==> src/icrt_pkg.sv <==
package icrt_pkg;

    localparam int TABLE_ENTRIES_DEF     = 64;
    localparam int INODES_PER_SECTOR_DEF = 16;
    localparam int INODE_BYTES_DEF       = 32;

    localparam int DEV_W    = 16;
    localparam int INO_W    = 12;
    localparam int CNT_W    = 8;
    localparam int SLOT_W   = 6;
    localparam int SECTOR_W = 11;
    localparam int OFFSET_W = 9;
    localparam int STATUS_W = 3;
    localparam int IMAP_W   = 5;
    localparam int SMAP_W   = 11;
    localparam int CFG_W    = 11;

    // boot sector plus super block
    localparam int LEADING_SECTORS = 1 + 1;

    localparam logic [CNT_W-1:0] COUNT_MAX = 8'hFF;

    localparam logic [1:0] ACT_GET     = 2'd0;
    localparam logic [1:0] ACT_RELEASE = 2'd1;
    localparam logic [1:0] ACT_LOCATE  = 2'd2;

    localparam logic [0:0] CFG_IMAP = 1'b0;
    localparam logic [0:0] CFG_SMAP = 1'b1;

    localparam logic [STATUS_W-1:0] ST_OK        = 3'd0;
    localparam logic [STATUS_W-1:0] ST_INODE0    = 3'd1;
    localparam logic [STATUS_W-1:0] ST_FULL      = 3'd2;
    localparam logic [STATUS_W-1:0] ST_UNUSED    = 3'd3;
    localparam logic [STATUS_W-1:0] ST_SATURATED = 3'd4;

    typedef struct packed {
        logic [DEV_W-1:0] device;
        logic [INO_W-1:0] inode;
        logic [CNT_W-1:0] count;
    } entry_t;

    typedef struct packed {
        logic [SECTOR_W-1:0] sector;
        logic [OFFSET_W-1:0] offset;
    } addr_t;

endpackage

==> src/icrt_addr_unit.sv <==
// Inode disk address: sector and byte offset of inode ino. The quotient of
// (ino - 1) by the inodes-per-sector count comes from a multiply by a fixed
// reciprocal, exact over the whole inode range; the remainder follows from
// one multiply and subtract. done pulses once the remainder is registered.
module icrt_addr_unit #(
    parameter int INODES_PER_SECTOR = icrt_pkg::INODES_PER_SECTOR_DEF,
    parameter int INODE_BYTES       = icrt_pkg::INODE_BYTES_DEF
) (
    input  logic                        clk,
    input  logic                        rst_n,
    input  logic                        start,
    input  logic [icrt_pkg::INO_W-1:0]  dividend,
    input  logic [icrt_pkg::IMAP_W-1:0] imap,
    input  logic [icrt_pkg::SMAP_W-1:0] smap,
    output logic                        done,
    output icrt_pkg::addr_t             addr
);
    import icrt_pkg::*;

    localparam int     SHIFT  = INO_W + $clog2(INODES_PER_SECTOR);
    localparam int     PROD_W = SHIFT + INO_W;
    localparam longint RECIP  = ((longint'(1) << SHIFT) + longint'(INODES_PER_SECTOR) - 1)
                                / longint'(INODES_PER_SECTOR);
    localparam int     RMW    = $clog2(INODES_PER_SECTOR + 1);

    localparam logic [1:0] STEP_IDLE = 2'd0;
    localparam logic [1:0] STEP_QUO  = 2'd1;
    localparam logic [1:0] STEP_REM  = 2'd2;

    logic [1:0]        step_reg;
    logic              done_reg;
    logic [INO_W-1:0]  idx_reg;
    logic [INO_W-1:0]  quo_reg;
    logic [RMW-1:0]    rem_reg;

    logic [PROD_W-1:0] quo_prod;
    logic [INO_W-1:0]  quo_times_div;
    logic [INO_W-1:0]  rem_full;
    logic [12:0]       sector_sum;
    logic [15:0]       offset_prod;

    assign quo_prod      = PROD_W'(idx_reg) * PROD_W'(RECIP);
    assign quo_times_div = quo_reg * INO_W'(INODES_PER_SECTOR);
    assign rem_full      = idx_reg - quo_times_div;

    always_ff @(posedge clk or negedge rst_n)
    begin
        if (!rst_n)
        begin
            step_reg <= STEP_IDLE;
            done_reg <= 1'b0;
        end
        else
        begin
            done_reg <= (step_reg == STEP_REM);
            case (step_reg)
                STEP_IDLE:
                begin
                    if (start)
                    begin
                        step_reg <= STEP_QUO;
                    end
                end
                STEP_QUO: step_reg <= STEP_REM;
                STEP_REM: step_reg <= STEP_IDLE;
                default:  step_reg <= STEP_IDLE;
            endcase
        end
    end

    always_ff @(posedge clk)
    begin
        if (start)
        begin
            idx_reg <= dividend;
        end
        if (step_reg == STEP_QUO)
        begin
            quo_reg <= quo_prod[SHIFT +: INO_W];
        end
        if (step_reg == STEP_REM)
        begin
            rem_reg <= rem_full[RMW-1:0];
        end
    end

    assign sector_sum  = 13'(LEADING_SECTORS) + 13'(imap) + 13'(smap) + 13'(quo_reg);
    assign offset_prod = 16'(rem_reg) * 16'(INODE_BYTES);

    assign done        = done_reg;
    assign addr.sector = sector_sum[SECTOR_W-1:0];
    assign addr.offset = offset_prod[OFFSET_W-1:0];

endmodule

==> src/inode_cache_refcount_table_top.sv <==
// Inode cache reference-count table.
// Input channel (in_valid/in_stall) carries one request: get, release or
// locate. Output channel (out_valid/out_stall) returns exactly one result
// per request. Configuration writes on cfg_we/cfg_index/cfg_data set the
// inode-map and sector-map sizes; the user must make them only while idle,
// as the block does not enforce it. One request is worked at a time;
// in_stall is high from transfer until the result is in the output register.
// Path from transfer to out_valid: a get hit scans up to the matching
// slot and updates it; a get with the table full scans every slot; a get
// miss claiming a slot scans every slot, then runs the address unit; a
// release or a locate of a free slot only evaluates the slot; a locate of
// a used slot evaluates it, then runs the address unit; inode zero, an
// unknown action or a slot beyond the table go straight to the output.
// The scan reads the entry memory one slot per cycle through its single
// read port; the next request can be taken in the cycle after a result loads.
// The output register holds a result while out_stall is high, and the
// next request is accepted meanwhile; it finishes once the register frees.
// Reset clears the reference counts (every slot free) through per-slot
// valid bits, sets both map sizes to 1, and leaves the block idle.
module inode_cache_refcount_table_top #(
    parameter int TABLE_ENTRIES     = icrt_pkg::TABLE_ENTRIES_DEF,
    parameter int INODES_PER_SECTOR = icrt_pkg::INODES_PER_SECTOR_DEF,
    parameter int INODE_BYTES       = icrt_pkg::INODE_BYTES_DEF
) (
    input  logic                          clk,
    input  logic                          rst_n,
    input  logic                          in_valid,
    output logic                          in_stall,
    input  logic [1:0]                    action,
    input  logic [icrt_pkg::DEV_W-1:0]    device,
    input  logic [icrt_pkg::INO_W-1:0]    inode_number,
    input  logic [icrt_pkg::SLOT_W-1:0]   target_slot,
    output logic                          out_valid,
    input  logic                          out_stall,
    output logic [icrt_pkg::SLOT_W-1:0]   slot_index,
    output logic                          hit,
    output logic                          fetch_needed,
    output logic [icrt_pkg::SECTOR_W-1:0] sector_number,
    output logic [icrt_pkg::OFFSET_W-1:0] byte_offset,
    output logic [icrt_pkg::STATUS_W-1:0] status,
    input  logic                          cfg_we,
    input  logic [0:0]                    cfg_index,
    input  logic [icrt_pkg::CFG_W-1:0]    cfg_data
);
    import icrt_pkg::*;

    localparam int IW = $clog2(TABLE_ENTRIES);
    localparam logic [IW-1:0] LAST_IDX = IW'(TABLE_ENTRIES - 1);

    localparam logic [2:0] S_IDLE = 3'd0;
    localparam logic [2:0] S_SCAN = 3'd1;
    localparam logic [2:0] S_GUPD = 3'd2;
    localparam logic [2:0] S_EVAL = 3'd3;
    localparam logic [2:0] S_ADDR = 3'd4;
    localparam logic [2:0] S_OUT  = 3'd5;

    logic [2:0] state_reg, state_next;

    logic [IMAP_W-1:0] imap_reg;
    logic [SMAP_W-1:0] smap_reg;

    // request
    logic [1:0]        act_reg;
    logic [DEV_W-1:0]  dev_reg;
    logic [INO_W-1:0]  ino_reg;
    logic [IW-1:0]     tgt_reg;

    // entry memory, counts qualified by per-slot valid bits
    entry_t                   mem [TABLE_ENTRIES];
    logic [TABLE_ENTRIES-1:0] valid_reg;
    entry_t                   rd_reg;
    logic                     rd_valid_reg;
    logic [IW-1:0]            raddr;
    logic                     mem_we;
    logic [IW-1:0]            waddr;
    entry_t                   wdata;
    logic                     rd_used;

    // scan pipeline
    logic          issue_on_reg;
    logic [IW-1:0] issue_idx_reg;
    logic          cmp_v_reg;
    logic [IW-1:0] cmp_idx_reg;
    logic          found_reg;
    logic          have_free_reg;
    logic [IW-1:0] free_reg;
    logic [IW-1:0] hit_idx_reg;
    entry_t        hit_ent_reg;

    // pending result
    logic [SLOT_W-1:0]   res_slot_reg;
    logic                res_hit_reg;
    logic                res_fetch_reg;
    logic [SECTOR_W-1:0] res_sector_reg;
    logic [OFFSET_W-1:0] res_offset_reg;
    logic [STATUS_W-1:0] res_status_reg;

    // output register
    logic                out_valid_reg;
    logic [SLOT_W-1:0]   out_slot_reg;
    logic                out_hit_reg;
    logic                out_fetch_reg;
    logic [SECTOR_W-1:0] out_sector_reg;
    logic [OFFSET_W-1:0] out_offset_reg;
    logic [STATUS_W-1:0] out_status_reg;

    logic                in_xfer;
    logic                out_load;
    logic                au_start;
    logic [INO_W-1:0]    au_dividend;
    logic                au_done;
    addr_t               au_addr;
    logic                tgt_in_range;
    logic                match;
    logic [STATUS_W-1:0] in_status;

    assign in_xfer      = in_valid && (state_reg == S_IDLE);
    assign in_stall     = (state_reg != S_IDLE);
    assign out_load     = (state_reg == S_OUT) && (!out_valid_reg || !out_stall);
    assign tgt_in_range = (32'(target_slot) < TABLE_ENTRIES);
    assign rd_used      = rd_valid_reg && (rd_reg.count != '0);
    assign match        = (rd_reg.device == dev_reg) && (rd_reg.inode == ino_reg);

    assign raddr = (state_reg == S_IDLE) ? IW'(target_slot) : issue_idx_reg;

    // status known at the input transfer
    always_comb
    begin
        in_status = ST_OK;
        case (action)
            ACT_GET:
            begin
                if (inode_number == '0)
                begin
                    in_status = ST_INODE0;
                end
            end
            ACT_RELEASE, ACT_LOCATE:
            begin
                if (!tgt_in_range)
                begin
                    in_status = ST_UNUSED;
                end
            end
            default: ;
        endcase
    end

    always_ff @(posedge clk or negedge rst_n)
    begin
        if (!rst_n)
        begin
            imap_reg <= IMAP_W'(1);
            smap_reg <= SMAP_W'(1);
        end
        else if (cfg_we)
        begin
            case (cfg_index)
                CFG_IMAP: imap_reg <= cfg_data[IMAP_W-1:0];
                CFG_SMAP: smap_reg <= cfg_data[SMAP_W-1:0];
                default:  ;
            endcase
        end
    end

    always_ff @(posedge clk)
    begin
        if (mem_we)
        begin
            mem[waddr] <= wdata;
        end
        rd_reg <= mem[raddr];
    end

    always_ff @(posedge clk or negedge rst_n)
    begin
        if (!rst_n)
        begin
            valid_reg    <= '0;
            rd_valid_reg <= 1'b0;
        end
        else
        begin
            rd_valid_reg <= valid_reg[raddr];
            if (mem_we)
            begin
                valid_reg[waddr] <= 1'b1;
            end
        end
    end

    always_comb
    begin
        state_next  = state_reg;
        mem_we      = 1'b0;
        waddr       = free_reg;
        wdata       = rd_reg;
        au_start    = 1'b0;
        au_dividend = ino_reg - INO_W'(1);
        case (state_reg)
            S_IDLE:
            begin
                if (in_xfer)
                begin
                    case (action)
                        ACT_GET:     state_next = (inode_number == '0) ? S_OUT : S_SCAN;
                        ACT_RELEASE: state_next = tgt_in_range ? S_EVAL : S_OUT;
                        ACT_LOCATE:  state_next = tgt_in_range ? S_EVAL : S_OUT;
                        default:     state_next = S_OUT;
                    endcase
                end
            end
            S_SCAN:
            begin
                if (cmp_v_reg && ((rd_used && match) || cmp_idx_reg == LAST_IDX))
                begin
                    state_next = S_GUPD;
                end
            end
            S_GUPD:
            begin
                if (found_reg)
                begin
                    waddr = hit_idx_reg;
                    wdata = hit_ent_reg;
                    wdata.count = hit_ent_reg.count + CNT_W'(1);
                    mem_we = (hit_ent_reg.count != COUNT_MAX);
                    state_next = S_OUT;
                end
                else if (!have_free_reg)
                begin
                    state_next = S_OUT;
                end
                else
                begin
                    mem_we       = 1'b1;
                    waddr        = free_reg;
                    wdata.device = dev_reg;
                    wdata.inode  = ino_reg;
                    wdata.count  = CNT_W'(1);
                    au_start     = 1'b1;
                    state_next   = S_ADDR;
                end
            end
            S_EVAL:
            begin
                waddr       = tgt_reg;
                wdata       = rd_reg;
                wdata.count = rd_reg.count - CNT_W'(1);
                au_dividend = rd_reg.inode - INO_W'(1);
                if (!rd_used)
                begin
                    state_next = S_OUT;
                end
                else if (act_reg == ACT_RELEASE)
                begin
                    mem_we     = 1'b1;
                    state_next = S_OUT;
                end
                else
                begin
                    au_start   = 1'b1;
                    state_next = S_ADDR;
                end
            end
            S_ADDR:
            begin
                if (au_done)
                begin
                    state_next = S_OUT;
                end
            end
            S_OUT:
            begin
                if (out_load)
                begin
                    state_next = S_IDLE;
                end
            end
            default: state_next = S_IDLE;
        endcase
    end

    always_ff @(posedge clk or negedge rst_n)
    begin
        if (!rst_n)
        begin
            state_reg     <= S_IDLE;
            issue_on_reg  <= 1'b0;
            issue_idx_reg <= '0;
            cmp_v_reg     <= 1'b0;
            found_reg     <= 1'b0;
            have_free_reg <= 1'b0;
            out_valid_reg <= 1'b0;
        end
        else
        begin
            state_reg <= state_next;
            cmp_v_reg <= (state_reg == S_SCAN) && issue_on_reg;
            if (in_xfer)
            begin
                issue_on_reg  <= 1'b1;
                issue_idx_reg <= '0;
                found_reg     <= 1'b0;
                have_free_reg <= 1'b0;
            end
            else if (state_reg == S_SCAN)
            begin
                if (issue_on_reg)
                begin
                    issue_idx_reg <= issue_idx_reg + IW'(1);
                end
                // stop issuing after the last slot or on a match
                if ((issue_on_reg && issue_idx_reg == LAST_IDX)
                    || (cmp_v_reg && rd_used && match))
                begin
                    issue_on_reg <= 1'b0;
                end
                if (cmp_v_reg)
                begin
                    if (rd_used && match)
                    begin
                        found_reg <= 1'b1;
                    end
                    else if (!rd_used && !have_free_reg)
                    begin
                        have_free_reg <= 1'b1;
                    end
                end
            end
            if (out_load)
            begin
                out_valid_reg <= 1'b1;
            end
            else if (!out_stall)
            begin
                out_valid_reg <= 1'b0;
            end
        end
    end

    always_ff @(posedge clk)
    begin
        cmp_idx_reg <= issue_idx_reg;
        if (in_xfer)
        begin
            act_reg        <= action;
            dev_reg        <= device;
            ino_reg        <= inode_number;
            tgt_reg        <= IW'(target_slot);
            res_hit_reg    <= 1'b0;
            res_fetch_reg  <= 1'b0;
            res_sector_reg <= '0;
            res_offset_reg <= '0;
            res_slot_reg   <= (action inside {ACT_RELEASE, ACT_LOCATE}) ? target_slot : '0;
            res_status_reg <= in_status;
        end
        if (state_reg == S_SCAN && cmp_v_reg)
        begin
            if (rd_used && match)
            begin
                hit_idx_reg <= cmp_idx_reg;
                hit_ent_reg <= rd_reg;
            end
            else if (!rd_used && !have_free_reg)
            begin
                free_reg <= cmp_idx_reg;
            end
        end
        if (state_reg == S_GUPD)
        begin
            if (found_reg)
            begin
                res_slot_reg <= SLOT_W'(hit_idx_reg);
                res_hit_reg  <= 1'b1;
                if (hit_ent_reg.count == COUNT_MAX)
                begin
                    res_status_reg <= ST_SATURATED;
                end
            end
            else if (!have_free_reg)
            begin
                res_status_reg <= ST_FULL;
            end
            else
            begin
                res_slot_reg  <= SLOT_W'(free_reg);
                res_fetch_reg <= 1'b1;
            end
        end
        if (state_reg == S_EVAL && !rd_used)
        begin
            res_status_reg <= ST_UNUSED;
        end
        if (state_reg == S_ADDR && au_done)
        begin
            res_sector_reg <= au_addr.sector;
            res_offset_reg <= au_addr.offset;
        end
        if (out_load)
        begin
            out_slot_reg   <= res_slot_reg;
            out_hit_reg    <= res_hit_reg;
            out_fetch_reg  <= res_fetch_reg;
            out_sector_reg <= res_sector_reg;
            out_offset_reg <= res_offset_reg;
            out_status_reg <= res_status_reg;
        end
    end

    icrt_addr_unit #(
        .INODES_PER_SECTOR (INODES_PER_SECTOR),
        .INODE_BYTES       (INODE_BYTES)
    ) u_addr (
        .clk      (clk),
        .rst_n    (rst_n),
        .start    (au_start),
        .dividend (au_dividend),
        .imap     (imap_reg),
        .smap     (smap_reg),
        .done     (au_done),
        .addr     (au_addr)
    );

    assign out_valid     = out_valid_reg;
    assign slot_index    = out_slot_reg;
    assign hit           = out_hit_reg;
    assign fetch_needed  = out_fetch_reg;
    assign sector_number = out_sector_reg;
    assign byte_offset   = out_offset_reg;
    assign status        = out_status_reg;

endmodule

==> config.mk <==
export PLATFORM = sky130hd
export DESIGN_NAME = inode_cache_refcount_table_top
export DESIGN_NICKNAME = d
export VERILOG_FILES = /design/src/icrt_pkg.sv /design/src/icrt_addr_unit.sv /design/src/inode_cache_refcount_table_top.sv
export SDC_FILE = /design/constraint.sdc
export NUM_CORES = 2
export LEC_CHECK = 0
export BUFFER_PORTS_ARGS = -buffer_cell sky130_fd_sc_hd__clkbuf_2
export CAP_MARGIN = 30
export CORE_MARGIN = 2
export CORE_UTILIZATION = 40
export CTS_BUF_LIST = sky130_fd_sc_hd__clkbuf_4 sky130_fd_sc_hd__clkbuf_8
export DETAILED_ROUTE_END_ITERATION = 16
export GPL_TIMING_DRIVEN = 0
export PLACE_DENSITY = 0.55
export SYNTH_ARGS = -nofsm -noshare
export SYNTH_HDL_FRONTEND = slang
export SYNTH_HIERARCHICAL = 1
export SYNTH_SLANG_ARGS = --single-unit
==> constraint.sdc <==
create_clock -name clk -period 12.98 [get_ports clk]
set_input_delay 1.298 -clock clk [delete_from_list [all_inputs] [get_ports clk]]
set_output_delay 1.298 -clock clk [all_outputs]
set_load 0.005 [all_outputs]
==> flow_summary.toml <==
[worst_setup_path]
crit_slowest_cell = "o41ai_2"
critPathRequiredTime_ns = 13.78
cp-end-kind = "flip-flop"
path_max_fanout = 10
arrival_ns = 6.11
cp-start-kind = "flip-flop"
worst-setup-path-type = "reg2reg"
critPathMaxStageDelay_ns = 1.00
crit_path_cell_trace = "nor3_2, buf_6, inv_4, mux2i_1, o21ai_1, buf_4, clkbuf_1, o22ai_1, o41ai_2, o2111ai_1"

[sta]
period_share = 0.4087
tightest_slew_ns = 1.148
final.min_clock_period_ns = 5.305
fin_worst_skew_ns = 0.1048
finalSetupViolations = 0
grt_setup_unrepaired = "false"
final.setup.tns_ns = 0
slew_violations = 0
hold_viol = 0
max-slew-margin-rel = 0.2246
max_freq_mhz = 188.5

[synth]
yosys_most_used_dff = "edfxtp_1"
yosys.area.top_type_share = 0.7351
synthCells = 5603
syn_area_mm2 = 0.1006
synth-edff-count = 2463
yosysWarnings = 6
ys_seq_elements = 2614
yosys.cell_types.count = 77
syn_avg_cell_area_um2 = 17.96
yosys.area.top_type = "edfxtp_1"
seq_area_frac_synth = 0.7700
synth_area_leaders = "edfxtp_1 (74%), mux2i_1 (12%), o22ai_1 (3.7%), dfrtp_1 (2.4%), dfxtp_1 (1.1%)"
synth-async-reset-ratio = 0.03749

[floorplanning]
die_h_um = 505.6
initial_core_util = 0.4013
core_mm2 = 0.2507
chipWidth_um = 505.6
io_pins = 86
fp-row-count = 184
dieArea_mm2 = 0.2556

[flow_run]
max_cap_viol_count = 0

[global_routing]
antenna_found_initial = 18
grt-ovfl-total = 0
grt_pass1_wl_um = 463500
grt_pass1_vias = 57010
grt.total_usage = 0.2624
grt_max_degree = 88

[routing]
dr.pass1.iters = 6
wire_per_inst_um = 33.97
drtIter0Drc = 8060
vias = 59220
via_per_inst = 5.873
antenna_left = 0
drt-total-wl_um = 342600
drc = 0

[clocking]
cts_setup_buffers = 0
clock_path_buffers = 4
htreeDepth = 5
clock_latency_ns = 1.15
cts.clk_slew.worst_paths_ns = 0.06
clockRootBuffer = "clkbuf_8"
cts_tree = "built"
clock_sinks = 2614
numCtsBuffers = 430

[layout]
final_area_mm2 = 0.1194
layout.nets = 6482
syn_to_final_growth_pct = 18.67
layout-drive-gt1-share = 0.2046
largest_reg_flops = 2304

[placement]
placed_cell_area_mm2 = 0.1110
dp_hpwl_um = 233700
place_congestion = 0.9229
port_buffers = 85

[power]
ir_drop_mv = 0.1865
power_density_mw_per_mm2 = 240.7
leakagePower_nw = 42.89

[outcome]
status = "finished clean"

[hold_path]
hold_path.class = "in2reg"
==> where the power goes <==
part,switching [mW],internal [mW],total [mW]
Clock,3.25,3.79,7.05
Combinational,7.25,3.16,10.4
Sequential,0.242,11.0,11.3
==> final timing paths <==
kind                              startpoint             end  slack [ns]  depth (start not counted)
min                               device[14]     dev_reg[14]        0.35                          1
min in group asynchronous              rst_n     smap_reg[3]        0.62                          2
max in group asynchronous              rst_n   valid_reg[29]       11.50                          3
max                             state_reg[0]      rd_reg[27]        7.67                         10
min reg2reg                res_offset_reg[4]  byte_offset[4]        0.41                          0
max reg2reg                     state_reg[0]      rd_reg[27]        7.67                         10
==> cell usage after synthesis, drive strengths merged, types with 25 or more instances <==
| master | number |
|---|---|
| dfrtp | 96 |
| or2 | 51 |
| and2 | 25 |
| o21ai | 47 |
| a22oi | 30 |
| clkbuf | 140 |
| o2111ai | 37 |
| and3 | 33 |
| nand3 | 37 |
| o41ai | 112 |
| buf | 178 |
| nand2 | 54 |
| nor2 | 102 |
| a21oi | 51 |
| edfxtp | 2463 |
| dfxtp | 53 |
| nor4 | 46 |
| mux2i | 1201 |
| xor2 | 45 |
| o22ai | 592 |
==> cell families after synthesis <==
kind of cell | Yosys count | synth area share
simple gates | 410 | 0.02185
mux | 1224 | 0.1221
buf+inv | 337 | 0.01513
other cells | 1 | 0.00003727
compound gates | 931 | 0.06207
flops | 2614 | 0.7700
fa+ha+maj | 26 | 0.003606
xor+xnor | 60 | 0.005223
==> repair_timing <==
item,CTS,global route
hold buffers,1,0
setup endpoints to repair,0,0
gates resized for setup,0,0
hold endpoints to repair,9,0
==> cells in the final DEF, fill, tap and decap left out, drive strengths merged, types with 45 or more instances in the layout <==
master / netlist / routed
o22ai: 592 / 592
clkbuf: 140 / 825
xor2: 45 / 45
dfxtp: 53 / 53
o21ai: 47 / 47
buf: 178 / 449
clkinv: 1 / 145
o41ai: 112 / 112
a21oi: 51 / 51
dfrtp: 96 / 96
edfxtp: 2463 / 2463
nor4: 46 / 46
or2: 51 / 51
mux2i: 1201 / 1201
nor2: 102 / 102
nand2: 54 / 54
==> area by class of cell <==
class / instances / area (µm²)
diodes: 7 / 17.52
well taps: 3348 / 4189
clock inverters: 159 / 868.3
multi-input cells: 2656 / 22780
plain buffers: 318 / 1456
flip-flops and latches: 2614 / 77480
fillers: 20980 / 131300
clock buffers: 599 / 7400
inverters: 19 / 73.82
repair buffers: 364 / 5144
==> worst max-delay path, delay by kind of cell (launching register included) <==
kind,cells,cell delay [ns]
simple gates,1,0.31
mux,1,0.33
buf+inv,4,1.61
compound gates,4,2.22
flops,1,0.47
==> stage by stage <==
stage               setup WS [ns]  hold WS [ns]  utilization  instances  power, mW
detailed placement          7.382        0.4045       0.4427       9308      21.59
global placement            3.093        0.4035       0.4198       9040      21.04
global route                7.807        0.3245       0.4762      10080      29.42
floorplan                   8.244        0.4003            -       5607      16.57
finish                      7.675        0.3452       0.4763      10080      28.74
CTS                         7.893        0.2705       0.4757      10070      28.57
==> routing by layer <==
layer,part of all wire,GRT usage,vias up
met1,0.40,0.3579,30640
met4,0.055,0.1343,4
met2,0.45,0.3961,3518
met3,0.099,0.05646,674
met5,0.000079,0,-
li1,-,-,24390
Power figures use the tool's default switching activity.
